File: config.mk
export PLATFORM = sky130hd
export DESIGN_NAME = storage_page_validator
export DESIGN_NICKNAME = d
export VERILOG_FILES = /design/src/hdl/spv_pkg.sv /design/src/hdl/storage_page_validator.sv /design/src/hdl/spv_queue.sv /design/src/hdl/spv_front.sv /design/src/hdl/spv_geom.sv /design/src/hdl/spv_back.sv
export VERILOG_INCLUDE_DIRS = /design/src /design/src/hdl
export SDC_FILE = /design/constraint.sdc
export NUM_CORES = 2
export LEC_CHECK = 0
export BUFFER_PORTS_ARGS = -buffer_cell sky130_fd_sc_hd__buf_4
export CAP_MARGIN = 40
export CORE_ASPECT_RATIO = 0.9
export CORE_MARGIN = 3
export CORE_UTILIZATION = 40
export CTS_CLUSTER_SIZE = 30
export DETAILED_ROUTE_END_ITERATION = 6
export GPL_TIMING_DRIVEN = 0
export PLACE_DENSITY_LB_ADDON = 0.05
export SYNTH_ARGS = -nofsm -noshare
export SYNTH_HDL_FRONTEND = slang
export SYNTH_HIERARCHICAL = 1
export SYNTH_SLANG_ARGS = --single-unit
File: constraint.sdc
create_clock -name clock -period 9.8 [get_ports clock]
set_input_delay 0.98 -clock clock [delete_from_list [all_inputs] [get_ports clock]]
set_output_delay 0.98 -clock clock [all_outputs]
set_load 0.01 [all_outputs]
File: src/hdl/storage_page_validator_defines.svh
// Assertion helpers shared by the validator modules.
`ifndef STORAGE_PAGE_VALIDATOR_DEFINES_SVH
`define STORAGE_PAGE_VALIDATOR_DEFINES_SVH

// Same-cycle implication, disabled during reset.
`define SPV_ASSERT_NOW(label, clk, rst, ante, cons, msg) \
   label: assert property (@(posedge clk) disable iff (rst) (ante) |-> (cons)) \
      else $error(msg);

// Next-cycle implication, disabled during reset.
`define SPV_ASSERT_NEXT(label, clk, rst, ante, cons, msg) \
   label: assert property (@(posedge clk) disable iff (rst) (ante) |=> (cons)) \
      else $error(msg);

`endif

File: src/hdl/spv_pkg.sv
`default_nettype none
package spv_pkg;

   localparam int MaxPageBytesDefault = 65536;
   localparam int PageSizeWidth = 17;
   localparam int ChunkWidth = 17;
   localparam int CsrAddrWidth = 3;
   localparam int EntryHdrBytes = 48;
   localparam int EntryCrcSpan = 44;
   localparam int SuperCrcSpan = 28;
   localparam int QueueDepth = 4;

   localparam logic [PageSizeWidth-1:0] PageSizeReset = 17'd4096;
   localparam logic [CsrAddrWidth-1:0] CsrPageSizeAddr = 3'd0;
   localparam logic [63:0] EntryMagic = 64'h004B_4253_454E_5452;
   localparam logic [63:0] SuperMagic = 64'h004B_4253_5355_5042;
   localparam logic [31:0] FormatVersion = 32'd1;
   localparam logic [31:0] Crc32cPoly = 32'h82F6_3B78;

   typedef enum logic [2:0] {
      STATUS_ENTRY_OK     = 3'd0,
      STATUS_SUPER_OK     = 3'd1,
      STATUS_BAD_LENGTH   = 3'd2,
      STATUS_BAD_MAGIC    = 3'd3,
      STATUS_BAD_GEOMETRY = 3'd4,
      STATUS_BAD_CRC      = 3'd5
   } status_type;

   typedef enum logic [1:0] {
      GEOM_IDLE,
      GEOM_COUNT,
      GEOM_INDEX,
      GEOM_FINISH
   } geom_state_type;

   typedef struct packed {
      logic [7:0] page_byte;
      logic       superblock_page;
      logic       last_byte;
   } req_type;

   typedef struct packed {
      status_type  status;
      logic        all_zero;
      logic [63:0] sequence_res;
      logic [63:0] key_or_bound;
      logic [63:0] payload_bytes;
      logic [31:0] chunk_number;
      logic [31:0] chunk_total;
      logic [15:0] chunk_bytes;
   } rsp_type;

   typedef struct packed {
      logic                     start;
      logic                     size_ok;
      logic [PageSizeWidth-1:0] page_size;
      logic [63:0]              payload;
      logic [31:0]              idx;
      logic [31:0]              cnt;
   } geom_req_type;

   typedef struct packed {
      logic                  busy;
      logic                  done;
      logic                  ok;
      logic [ChunkWidth-1:0] chunk;
   } geom_result_type;

   function automatic logic [31:0] crc_byte(input logic [31:0] c, input logic [7:0] b);
      logic [31:0] r;
      r = c ^ {24'd0, b};
      for (int k = 0; k < 8; k++) begin
         r = r[0] ? ((r >> 1) ^ Crc32cPoly) : (r >> 1);
      end
      return r;
   endfunction

endpackage
`default_nettype wire

File: src/hdl/storage_page_validator.sv
// A last beat that reaches an empty queue is registered in the queue and then in the
// output register before its result is offered. Throughput: one page byte per cycle,
// pausing after header byte 47 of each entry page while the multiplier checks the geometry.
// A result waiting in the output register stalls only the next page's last byte.
// Reset: synchronous; clears queue, position, CRC and verdict state, page_size to 4096.
`default_nettype none
module storage_page_validator #(
   parameter int MAX_PAGE_BYTES = spv_pkg::MaxPageBytesDefault
) (
   input  wire logic                              clock,
   input  wire logic                              reset,
   input  wire logic                              req_valid,
   output logic                                   req_ready,
   input  wire spv_pkg::req_type                  req_data,
   output logic                                   rsp_valid,
   input  wire logic                              rsp_ready,
   output spv_pkg::rsp_type                       rsp_data,
   input  wire logic                              psel,
   input  wire logic                              penable,
   input  wire logic                              pwrite,
   input  wire logic [spv_pkg::CsrAddrWidth-1:0]  paddr,
   input  wire logic [31:0]                       pwdata,
   output logic [31:0]                            prdata,
   output logic                                   pready
);
   import spv_pkg::*;

   localparam int PosWidth = $clog2(MAX_PAGE_BYTES + 2);
   localparam int QWidth = PosWidth + $bits(req_type);

   logic [PageSizeWidth-1:0] page_size_ff, page_size_in;
   logic                     push, queue_full, pop, head_valid;
   logic [QWidth-1:0]        push_data, head_data;

   always_comb begin
      pready       = 1'b1;
      prdata       = (paddr == CsrPageSizeAddr) ? 32'(page_size_ff) : 32'd0;
      page_size_in = page_size_ff;
      if (psel && penable && pwrite && pready && (paddr == CsrPageSizeAddr)) begin
         page_size_in = pwdata[PageSizeWidth-1:0];
      end
   end

   always_ff @(posedge clock) begin
      if (reset) begin
         page_size_ff <= PageSizeReset;
      end else begin
         page_size_ff <= page_size_in;
      end
   end

   spv_front #(
      .MaxPageBytes (MAX_PAGE_BYTES),
      .PosWidth     (PosWidth)
   ) u_front (
      .clock      (clock),
      .reset      (reset),
      .req_valid  (req_valid),
      .req_ready  (req_ready),
      .req_data   (req_data),
      .queue_full (queue_full),
      .push       (push),
      .push_data  (push_data)
   );

   spv_queue #(
      .Width (QWidth)
   ) u_queue (
      .clock      (clock),
      .reset      (reset),
      .push       (push),
      .push_data  (push_data),
      .full       (queue_full),
      .pop        (pop),
      .head_valid (head_valid),
      .head_data  (head_data)
   );

   spv_back #(
      .MaxPageBytes (MAX_PAGE_BYTES),
      .PosWidth     (PosWidth)
   ) u_back (
      .clock      (clock),
      .reset      (reset),
      .page_size  (page_size_ff),
      .head_valid (head_valid),
      .head_data  (head_data),
      .pop        (pop),
      .rsp_valid  (rsp_valid),
      .rsp_ready  (rsp_ready),
      .rsp_data   (rsp_data)
   );

endmodule
`default_nettype wire

File: src/hdl/spv_queue.sv
`default_nettype none
module spv_queue #(
   parameter int Width = 8
) (
   input  wire logic             clock,
   input  wire logic             reset,
   input  wire logic             push,
   input  wire logic [Width-1:0] push_data,
   output logic                  full,
   input  wire logic             pop,
   output logic                  head_valid,
   output logic [Width-1:0]      head_data
);
   import spv_pkg::*;
   `include "storage_page_validator_defines.svh"

   localparam int PtrWidth = $clog2(QueueDepth);
   localparam int CntWidth = $clog2(QueueDepth + 1);

   logic [Width-1:0]    mem_ff [QueueDepth];
   logic [PtrWidth-1:0] wr_ptr_ff, wr_ptr_in, rd_ptr_ff, rd_ptr_in;
   logic [CntWidth-1:0] count_ff, count_in;

   always_comb begin
      full       = (count_ff == CntWidth'(QueueDepth));
      head_valid = (count_ff != '0);
      head_data  = mem_ff[rd_ptr_ff];
      wr_ptr_in  = push ? PtrWidth'((32'(wr_ptr_ff) + 1) % QueueDepth) : wr_ptr_ff;
      rd_ptr_in  = pop ? PtrWidth'((32'(rd_ptr_ff) + 1) % QueueDepth) : rd_ptr_ff;
      count_in   = count_ff + CntWidth'(push) - CntWidth'(pop);
   end

   always_ff @(posedge clock) begin
      if (reset) begin
         wr_ptr_ff <= '0;
         rd_ptr_ff <= '0;
         count_ff  <= '0;
      end else begin
         wr_ptr_ff <= wr_ptr_in;
         rd_ptr_ff <= rd_ptr_in;
         count_ff  <= count_in;
      end
   end

   always_ff @(posedge clock) begin
      if (push) begin
         mem_ff[wr_ptr_ff] <= push_data;
      end
   end

   `SPV_ASSERT_NOW(a_count_bound, clock, reset, 1'b1, count_ff <= CntWidth'(QueueDepth), "queue count overflow")
   `SPV_ASSERT_NOW(a_pop_nonempty, clock, reset, pop, count_ff != '0, "pop from empty queue")
   `SPV_ASSERT_NEXT(a_push_grows, clock, reset, push && !pop, count_ff == $past(count_ff) + 1'b1, "push lost")

endmodule
`default_nettype wire

File: src/hdl/spv_front.sv
`default_nettype none
module spv_front #(
   parameter int MaxPageBytes = spv_pkg::MaxPageBytesDefault,
   parameter int PosWidth = $clog2(MaxPageBytes + 2)
) (
   input  wire logic                      clock,
   input  wire logic                      reset,
   input  wire logic                      req_valid,
   output logic                           req_ready,
   input  wire spv_pkg::req_type          req_data,
   input  wire logic                      queue_full,
   output logic                           push,
   output logic [PosWidth+$bits(spv_pkg::req_type)-1:0] push_data
);
   import spv_pkg::*;

   logic [PosWidth-1:0] pos_ff, pos_in;

   always_comb begin
      req_ready = !queue_full;
      push      = req_valid && req_ready;
      push_data = {pos_ff, req_data};
      pos_in    = pos_ff;
      if (push) begin
         if (req_data.last_byte) begin
            pos_in = '0;
         end else if (32'(pos_ff) <= MaxPageBytes) begin
            // saturate past the largest page
            pos_in = pos_ff + 1'b1;
         end
      end
   end

   always_ff @(posedge clock) begin
      if (reset) begin
         pos_ff <= '0;
      end else begin
         pos_ff <= pos_in;
      end
   end

endmodule
`default_nettype wire

File: src/hdl/spv_geom.sv
`default_nettype none
module spv_geom (
   input  wire logic                     clock,
   input  wire logic                     reset,
   input  wire spv_pkg::geom_req_type    req,
   output spv_pkg::geom_result_type      result
);
   import spv_pkg::*;

   geom_state_type              state_ff, state_in;
   logic [48:0]                 prod_ff, prod_in;
   logic                        le_ok_ff, le_ok_in, gt_ok_ff, gt_ok_in;
   logic [PageSizeWidth-1:0]    cap;
   logic [63:0]                 diff;
   logic                        ok;

   always_comb begin
      cap      = req.page_size - PageSizeWidth'(EntryHdrBytes);
      diff     = req.payload - 64'(prod_ff);
      state_in = state_ff;
      prod_in  = prod_ff;
      le_ok_in = le_ok_ff;
      gt_ok_in = gt_ok_ff;
      ok       = 1'b0;
      result   = '0;
      result.busy = (state_ff != GEOM_IDLE);
      unique case (state_ff)
         GEOM_IDLE: begin
            if (req.start) begin
               state_in = GEOM_COUNT;
            end
         end
         GEOM_COUNT: begin
            prod_in  = 49'(req.cnt) * 49'(cap);
            state_in = GEOM_INDEX;
         end
         GEOM_INDEX: begin
            // count matches ceil(payload / cap) with a floor of one
            le_ok_in = req.payload <= 64'(prod_ff);
            gt_ok_in = (req.cnt == 32'd1) || (req.payload > 64'(prod_ff - 49'(cap)));
            prod_in  = 49'(req.idx) * 49'(cap);
            state_in = GEOM_FINISH;
         end
         GEOM_FINISH: begin
            ok = req.size_ok && (req.idx < req.cnt) && le_ok_ff && gt_ok_ff;
            result.done = 1'b1;
            result.ok   = ok;
            if (ok) begin
               result.chunk = ((33'(req.idx) + 33'd1) < 33'(req.cnt)) ? cap
                                                                      : diff[ChunkWidth-1:0];
            end
            state_in = GEOM_IDLE;
         end
      endcase
   end

   always_ff @(posedge clock) begin
      if (reset) begin
         state_ff <= GEOM_IDLE;
      end else begin
         state_ff <= state_in;
      end
   end

   always_ff @(posedge clock) begin
      prod_ff  <= prod_in;
      le_ok_ff <= le_ok_in;
      gt_ok_ff <= gt_ok_in;
   end

endmodule
`default_nettype wire

File: src/hdl/spv_back.sv
`default_nettype none
module spv_back #(
   parameter int MaxPageBytes = spv_pkg::MaxPageBytesDefault,
   parameter int PosWidth = $clog2(MaxPageBytes + 2)
) (
   input  wire logic                                  clock,
   input  wire logic                                  reset,
   input  wire logic [spv_pkg::PageSizeWidth-1:0]     page_size,
   input  wire logic                                  head_valid,
   input  wire logic [PosWidth+$bits(spv_pkg::req_type)-1:0] head_data,
   output logic                                       pop,
   output logic                                       rsp_valid,
   input  wire logic                                  rsp_ready,
   output spv_pkg::rsp_type                           rsp_data
);
   import spv_pkg::*;
   `include "storage_page_validator_defines.svh"

   localparam int ReqWidth = $bits(req_type);

   logic [7:0]            hdr_ff [EntryHdrBytes];
   logic                  kind_ff, kind_in;
   logic                  nz_ff, nz_in;
   logic [31:0]           crc_ff, crc_in;
   logic [ChunkWidth-1:0] exp_ff, exp_in;
   logic                  geo_ok_ff, geo_ok_in;
   logic                  out_valid_ff, out_valid_in;
   rsp_type               out_data_ff, out_data_in;

   req_type               beat;
   logic [PosWidth-1:0]   pos;
   logic                  out_free, size_ok, len_ok, crc_en;
   logic [31:0]           crc_next;
   logic [63:0]           magic, seq, key, payload;
   logic [31:0]           ent_ver, idx, cnt, ent_crc, sb_ver, sb_crc;
   status_type            status;
   geom_req_type          geom_req;
   geom_result_type       geom_res;

   spv_geom u_geom (
      .clock  (clock),
      .reset  (reset),
      .req    (geom_req),
      .result (geom_res)
   );

   always_comb begin
      beat = req_type'(head_data[ReqWidth-1:0]);
      pos  = head_data[PosWidth+ReqWidth-1 -: PosWidth];
      for (int i = 0; i < 8; i++) begin
         magic[8*i +: 8]   = hdr_ff[i];
         seq[8*i +: 8]     = hdr_ff[8 + i];
         key[8*i +: 8]     = hdr_ff[16 + i];
         payload[8*i +: 8] = hdr_ff[24 + i];
      end
      for (int i = 0; i < 4; i++) begin
         sb_ver[8*i +: 8]  = hdr_ff[24 + i];
         sb_crc[8*i +: 8]  = hdr_ff[28 + i];
         ent_ver[8*i +: 8] = hdr_ff[32 + i];
         idx[8*i +: 8]     = hdr_ff[36 + i];
         cnt[8*i +: 8]     = hdr_ff[40 + i];
         ent_crc[8*i +: 8] = hdr_ff[44 + i];
      end

      size_ok  = (page_size >= PageSizeWidth'(EntryHdrBytes + 1))
                 && (32'(page_size) <= MaxPageBytes);
      out_free = !out_valid_ff || rsp_ready;
      // hold the head while geometry runs or the last beat has no slot
      pop      = head_valid && !geom_res.busy && (!beat.last_byte || out_free);

      kind_in = (pos == '0) ? beat.superblock_page : kind_ff;
      nz_in   = nz_ff || (beat.page_byte != 8'd0);
      if (kind_in) begin
         crc_en = 32'(pos) < SuperCrcSpan;
      end else begin
         crc_en = (32'(pos) < EntryCrcSpan)
                  || ((32'(pos) >= EntryHdrBytes)
                      && ((32'(pos) - EntryHdrBytes) < 32'(exp_ff)));
      end
      crc_next = crc_en ? crc_byte(crc_ff, beat.page_byte) : crc_ff;

      geom_req.start     = pop && !kind_in && (32'(pos) == EntryHdrBytes - 1)
                           && !beat.last_byte;
      geom_req.size_ok   = size_ok;
      geom_req.page_size = page_size;
      geom_req.payload   = payload;
      geom_req.idx       = idx;
      geom_req.cnt       = cnt;

      len_ok = size_ok && ((32'(pos) + 32'd1) == 32'(page_size));
      if (!len_ok) begin
         status = STATUS_BAD_LENGTH;
      end else if (kind_in) begin
         priority if (magic != SuperMagic || sb_ver != FormatVersion) status = STATUS_BAD_MAGIC;
         else if (sb_crc != ~crc_next) status = STATUS_BAD_CRC;
         else status = STATUS_SUPER_OK;
      end else begin
         priority if (magic != EntryMagic || ent_ver != FormatVersion) status = STATUS_BAD_MAGIC;
         else if (!geo_ok_ff) status = STATUS_BAD_GEOMETRY;
         else if (ent_crc != ~crc_next) status = STATUS_BAD_CRC;
         else status = STATUS_ENTRY_OK;
      end

      out_data_in = '0;
      out_data_in.status = status;
      if (len_ok) begin
         out_data_in.all_zero     = !nz_in;
         out_data_in.sequence_res = seq;
         out_data_in.key_or_bound = key;
         if (!kind_in) begin
            out_data_in.payload_bytes = payload;
            out_data_in.chunk_number  = idx;
            out_data_in.chunk_total   = cnt;
            if (status == STATUS_ENTRY_OK || status == STATUS_BAD_CRC) begin
               out_data_in.chunk_bytes = exp_ff[15:0];
            end
         end
      end

      out_valid_in = (pop && beat.last_byte) ? 1'b1 : (out_valid_ff && !rsp_ready);

      crc_in    = crc_ff;
      exp_in    = exp_ff;
      geo_ok_in = geo_ok_ff;
      if (geom_res.done) begin
         exp_in    = geom_res.chunk;
         geo_ok_in = geom_res.ok;
      end
      if (pop) begin
         crc_in = crc_next;
         if (beat.last_byte) begin
            // clear per-page state
            kind_in = 1'b0;
            nz_in   = 1'b0;
            crc_in  = '1;
            exp_in  = '0;
         end
      end else begin
         kind_in = kind_ff;
         nz_in   = nz_ff;
      end

      rsp_valid = out_valid_ff;
      rsp_data  = out_data_ff;
   end

   always_ff @(posedge clock) begin
      if (reset) begin
         kind_ff      <= 1'b0;
         nz_ff        <= 1'b0;
         crc_ff       <= '1;
         exp_ff       <= '0;
         geo_ok_ff    <= 1'b0;
         out_valid_ff <= 1'b0;
      end else begin
         kind_ff      <= kind_in;
         nz_ff        <= nz_in;
         crc_ff       <= crc_in;
         exp_ff       <= exp_in;
         geo_ok_ff    <= geo_ok_in;
         out_valid_ff <= out_valid_in;
      end
   end

   always_ff @(posedge clock) begin
      if (pop && beat.last_byte) begin
         out_data_ff <= out_data_in;
      end
      if (pop && (32'(pos) < EntryHdrBytes)) begin
         hdr_ff[pos[5:0]] <= beat.page_byte;
      end
   end

   `SPV_ASSERT_NOW(a_result_from_last, clock, reset, $rose(out_valid_ff), $past(pop && beat.last_byte), "result without last beat")
   `SPV_ASSERT_NEXT(a_geom_starts, clock, reset, geom_req.start, geom_res.busy, "geometry did not start")
   `SPV_ASSERT_NOW(a_crc_fresh, clock, reset, pop && (pos == '0), crc_ff == 32'hFFFF_FFFF, "crc not cleared at page start")

endmodule
`default_nettype wire

==> results.md <==
Run status:
- The flow ran to the end, and the final reports show no timing, DRC or antenna violations.

CTS:
- The tree is rooted in a clkbuf_16.
- After clock tree synthesis, the clock-pin slew on the worst setup and hold paths is about 0.070 ns.
- Hold repair after CTS inserted 0 buffers.
- The number of buffers added by the clock tree synthesis step is 100.
- TritonCTS built the clock tree.
- In this run the number of H-tree levels came out at 3.
- Clock tree synthesis found a total of ~920 sinks.
- The insertion delay to the later sink of the worst-skew pair is 0.77 ns.
- The buffer depth of the longest clock path is 3.

Logic synthesis:
- Among all cell types in the netlist, the one instantiated most often is inv_1.
- Ranked by instance count, the synthesized netlist is headed by inv_1 (1,331), nand2_1 (957), fa_1 (901).
- The post-synthesis sequential element count is slightly above 900.
- The proportion of synthesized chip area in sequential cells is ~34%.
- Counting flops with a built-in enable in the synthesized netlist gives approximately 800.
- The number of warnings issued by yosys is 6.
- edfxtp_1 takes more of the synthesized area than any other cell.
- The most used flip-flop cell after synthesis is edfxtp_1.
- In this run the biggest area consumer among cell types represents roughly a third of the synthesized area.
- Counting distinct cell types in the post-synthesis netlist gives about 110.
- The synthesized area divided by synthesized cell count is around 10 um^2.
- In the synthesized netlist the async set-or-reset flop fraction comes to 0%.
- The synthesized instance count is approximately 7.5k.
- The cell area after synthesis is roughly 78,000 um^2.
- Sorting the synthesized cells by area gives the leading types as edfxtp_1 (31%), fa_1 (23%), ha_1 (7.6%).

Run:
- The max-capacitance violation count is 0.

GRT:
- The initial antenna violation count is 31.
- The total overflow left after global routing is 0.
- The global-route wire length before repair is 407,300 um.
- Entering global routing, the biggest net connects 115 pins.
- The via count of the first global-routing pass is around 57k.
- Global routing used ~28% of the available tracks across all layers.

Placed design:
- The HPWL after detailed placement is between 200,000 and 250,000 um.
- Prior to clock tree synthesis, the placed netlist has a worst setup slack of just over 0.04 ns.
- The final estimated routing congestion in global placement is about 0.93.
- The count of buffers added on input and output ports is 321.

Power and ir drop:
- The design draws 22.39 mW.
- Power spread over the standard cell area amounts to around 250 nW/um^2.
- In this run the static leakage power is about 40 nW.
- The worst voltage drop across the vdd grid is 0.3262 mV.

Route:
- The first detailed-routing pass ran for 6 iterations.
- The count of antenna-violating nets left after detailed routing is 0.
- The via count of the routed design is 56.55k.
- The post-route DRC violation count is 0.
- The total routed wirelength is approximately 280,000 um.
- The first routing iteration left ~5.1k violations.
- The final routed wire length divided by cell count is 26.43 um.
- The average vias per placed instance is between 5 and 6.

STA:
- The count of endpoints failing hold in the final timing report is 0.
- Setup total negative slack on the finished layout was measured at 0 ns.
- The count of final setup violators is 0.
- The final max-slew violation count was 0.
- The slew at the pin closest to its max-slew limit is between 0.9 and 1 ns.
- Setup slack on the critical path of the routed design comes to 0.2146 ns.
- The worst relative slew slack is 34.07%.
- Setup repair after global routing left no endpoint under its margin.
- Of the available clock period, the critical path in the final layout requires between 90% and 100%.
- The setup skew after layout is 0.08425 ns.
- After layout, the minimum clock period comes to approximately 9.6 ns.
- Hold is met by ~0.45 ns.
- For this run, the top clock speed supported by timing is 104.3 MHz.

Die:
- The initial utilization of the core area, before any placement, comes to slightly above 40%.
- The row count is approximately 150.
- The die is 425.5 um tall.
- Measured along the x axis, the die boundary spans roughly 470 um.
- The core region is approximately 190,000 um^2.
- The die covers about 200,000 um^2.
- Pin placement for this block handled ~360 I/O pins.

Critical path:
- The arrival time at the worst endpoint is between 10 and 15 ns.
- The number of cells traversed by the worst register-to-register path is 28.
- The worst reg2reg path startpoint is page_size_ff[4]$_SDFFE_PP0P_.
- Tracing the worst setup path back leads to its startpoint at page_size_ff[4]$_SDFFE_PP0P_.
- In this run the worst setup path terminates at u_back/u_geom/prod_ff[38]$_DFFE_PP_.
- The worst setup path is captured at a flip-flop.
- The kind of start point of the critical path is a flip-flop.
- The largest stage delay on the critical path is 0.64 ns.
- The slowest stage of the critical path is the fa_1 cell.
- Along the worst path, the maximum fanout reaches 10.
- In this run the critical register-to-register path is captured at u_back/u_geom/prod_ff[38]$_DFFE_PP_.
- The most repeated library cell on the critical path is fa_1.
- The setup path with the least slack is of type reg -> reg.
- The reg2reg setup slack is 0.21 ns.
- The worst path required time is between 10 and 15 ns.

Final layout:
- The area added between synthesis and finish is 13.43%.
- Cells with a size suffix above 1 make up approximately a tenth of the layout.
- The final design utilization is approximately 46%.
- In the final design database the tool counted approximately 9.5k nets.

Hold path:
- The tightest min-delay check is of the in -> reg type.
[sequential cells by signal, indices dropped and copies added, names as in the netlist, 2 cells and up, named ones only]
name                    cells
u_back/hdr_ff             384
u_back/rsp_data           276
u_queue/mem_ff            108
u_back/u_geom/prod_ff      49
u_back/crc_ff              32
page_size_ff               17
u_back/exp_ff              17
u_front/pos_ff             17
u_queue/count_ff            3
u_back/u_geom/state_ff      2
u_queue/rd_ptr_ff           2
u_queue/wr_ptr_ff           2
[worst max-delay path: cells and delay by family (launching register included)]
kind                     cells  cell delay, ns
AO/OA/AOI/OAI                4            1.28
XOR/XNOR                     2            0.75
adder cells (fa/ha/maj)      7            3.75
buffers and inverters        7            1.08
flip-flops                   1            0.55
AND/OR/NAND/NOR              8            1.82
[placed cells by master (no fill, tap or decap), types with 117 or more instances in the layout]
cell	synthesis	layout
nand2_1	957	957
inv_1	1331	1330
ha_1	474	473
clkbuf_1	285	285
and2_1	311	307
xnor2_1	232	231
xor2_1	119	117
nor2_1	354	352
fa_1	901	901
edfxtp_1	819	819
and3_1	157	157
buf_4	39	372
a21oi_1	201	198
[metrics by stage]
step | instance area [um^2] | std cells
2_1_floorplan | 78270 | 7513
3_3_place_gp | 83880 | 10391
3_5_place_dp | 85320 | 10484
4_1_cts | 88640 | 10672
5_1_grt | 88720 | 10676
6_report | 88730 | 10680
[where the power goes]
| group | internal [mW] | switching, mW | total [mW] | leakage [nW] |
|---|---|---|---|---|
| registers | 5.44 | 0.343 | 5.78 | 8.33 |
| clock network | 2.15 | 1.70 | 3.85 | 1.61 |
| logic | 4.56 | 8.20 | 12.8 | 29.8 |
[layer usage]
metal  vias up  global-route usage (%)  part of all wire [%]
li1      25231                       -                     -
met1     29083                   40.97                    46
met2      1955                   43.19                    44
met3       281                   5.167                   7.5
met4         0                   6.651                   2.6
met5         -                       0                     0
[worst min path at each step]
stage                                    startpoint                        endpoint  slack [ns]  depth (start not counted)
final                                   req_data[6]  u_queue/mem_ff[0][6]$_DFFE_PP_        0.45                          1
after global routing                    req_data[6]  u_queue/mem_ff[0][6]$_DFFE_PP_        0.40                          1
after CTS                               req_data[6]  u_queue/mem_ff[0][6]$_DFFE_PP_        0.37                          1
after detailed placement  u_back/nz_ff$_SDFFE_PP0P_       u_back/nz_ff$_SDFFE_PP0P_        0.47                          2
after global placement    u_back/nz_ff$_SDFFE_PP0P_       u_back/nz_ff$_SDFFE_PP0P_        0.45                          2
after floorplan           u_back/nz_ff$_SDFFE_PP0P_       u_back/nz_ff$_SDFFE_PP0P_        0.44                          2
[logic make-up (layout without fill, tap and decap cells)]
| kind of cell | Yosys count | in the layout | synth area share (%) |
|---|---|---|---|
| simple gates | 2312 | 2312 | 14.37 |
| buf+inv | 1717 | 2322 | 8.624 |
| fa+ha+maj | 1375 | 1375 | 30.64 |
| flops | 917 | 917 | 33.95 |
| compound gates | 678 | 678 | 5.799 |
| xor+xnor | 370 | 370 | 4.460 |
| mux | 128 | 128 | 2.150 |
| other cells | 2 | 21 | 0.009601 |
[area by class of cell]
type	instances	area [um^2]
Antenna cell	5	12.51
Buffer	376	1737
Clock buffer	123	2629
Clock inverter	65	691.9
Fill cell	18597	105000
Inverter	1341	5045
Multi-Input combinational cell	4879	45050
Sequential cell	917	26560
Tap cell	2557	3199
Timing Repair Buffer	417	3802
[what timing repair did]
item / in CTS / in global routing
endpoints found under the setup margin: 1 / 16
resized for setup: 1 / 29
pin swaps: 0 / 1
buffers inserted: 0 / 0
Power figures use the tool's default switching activity.
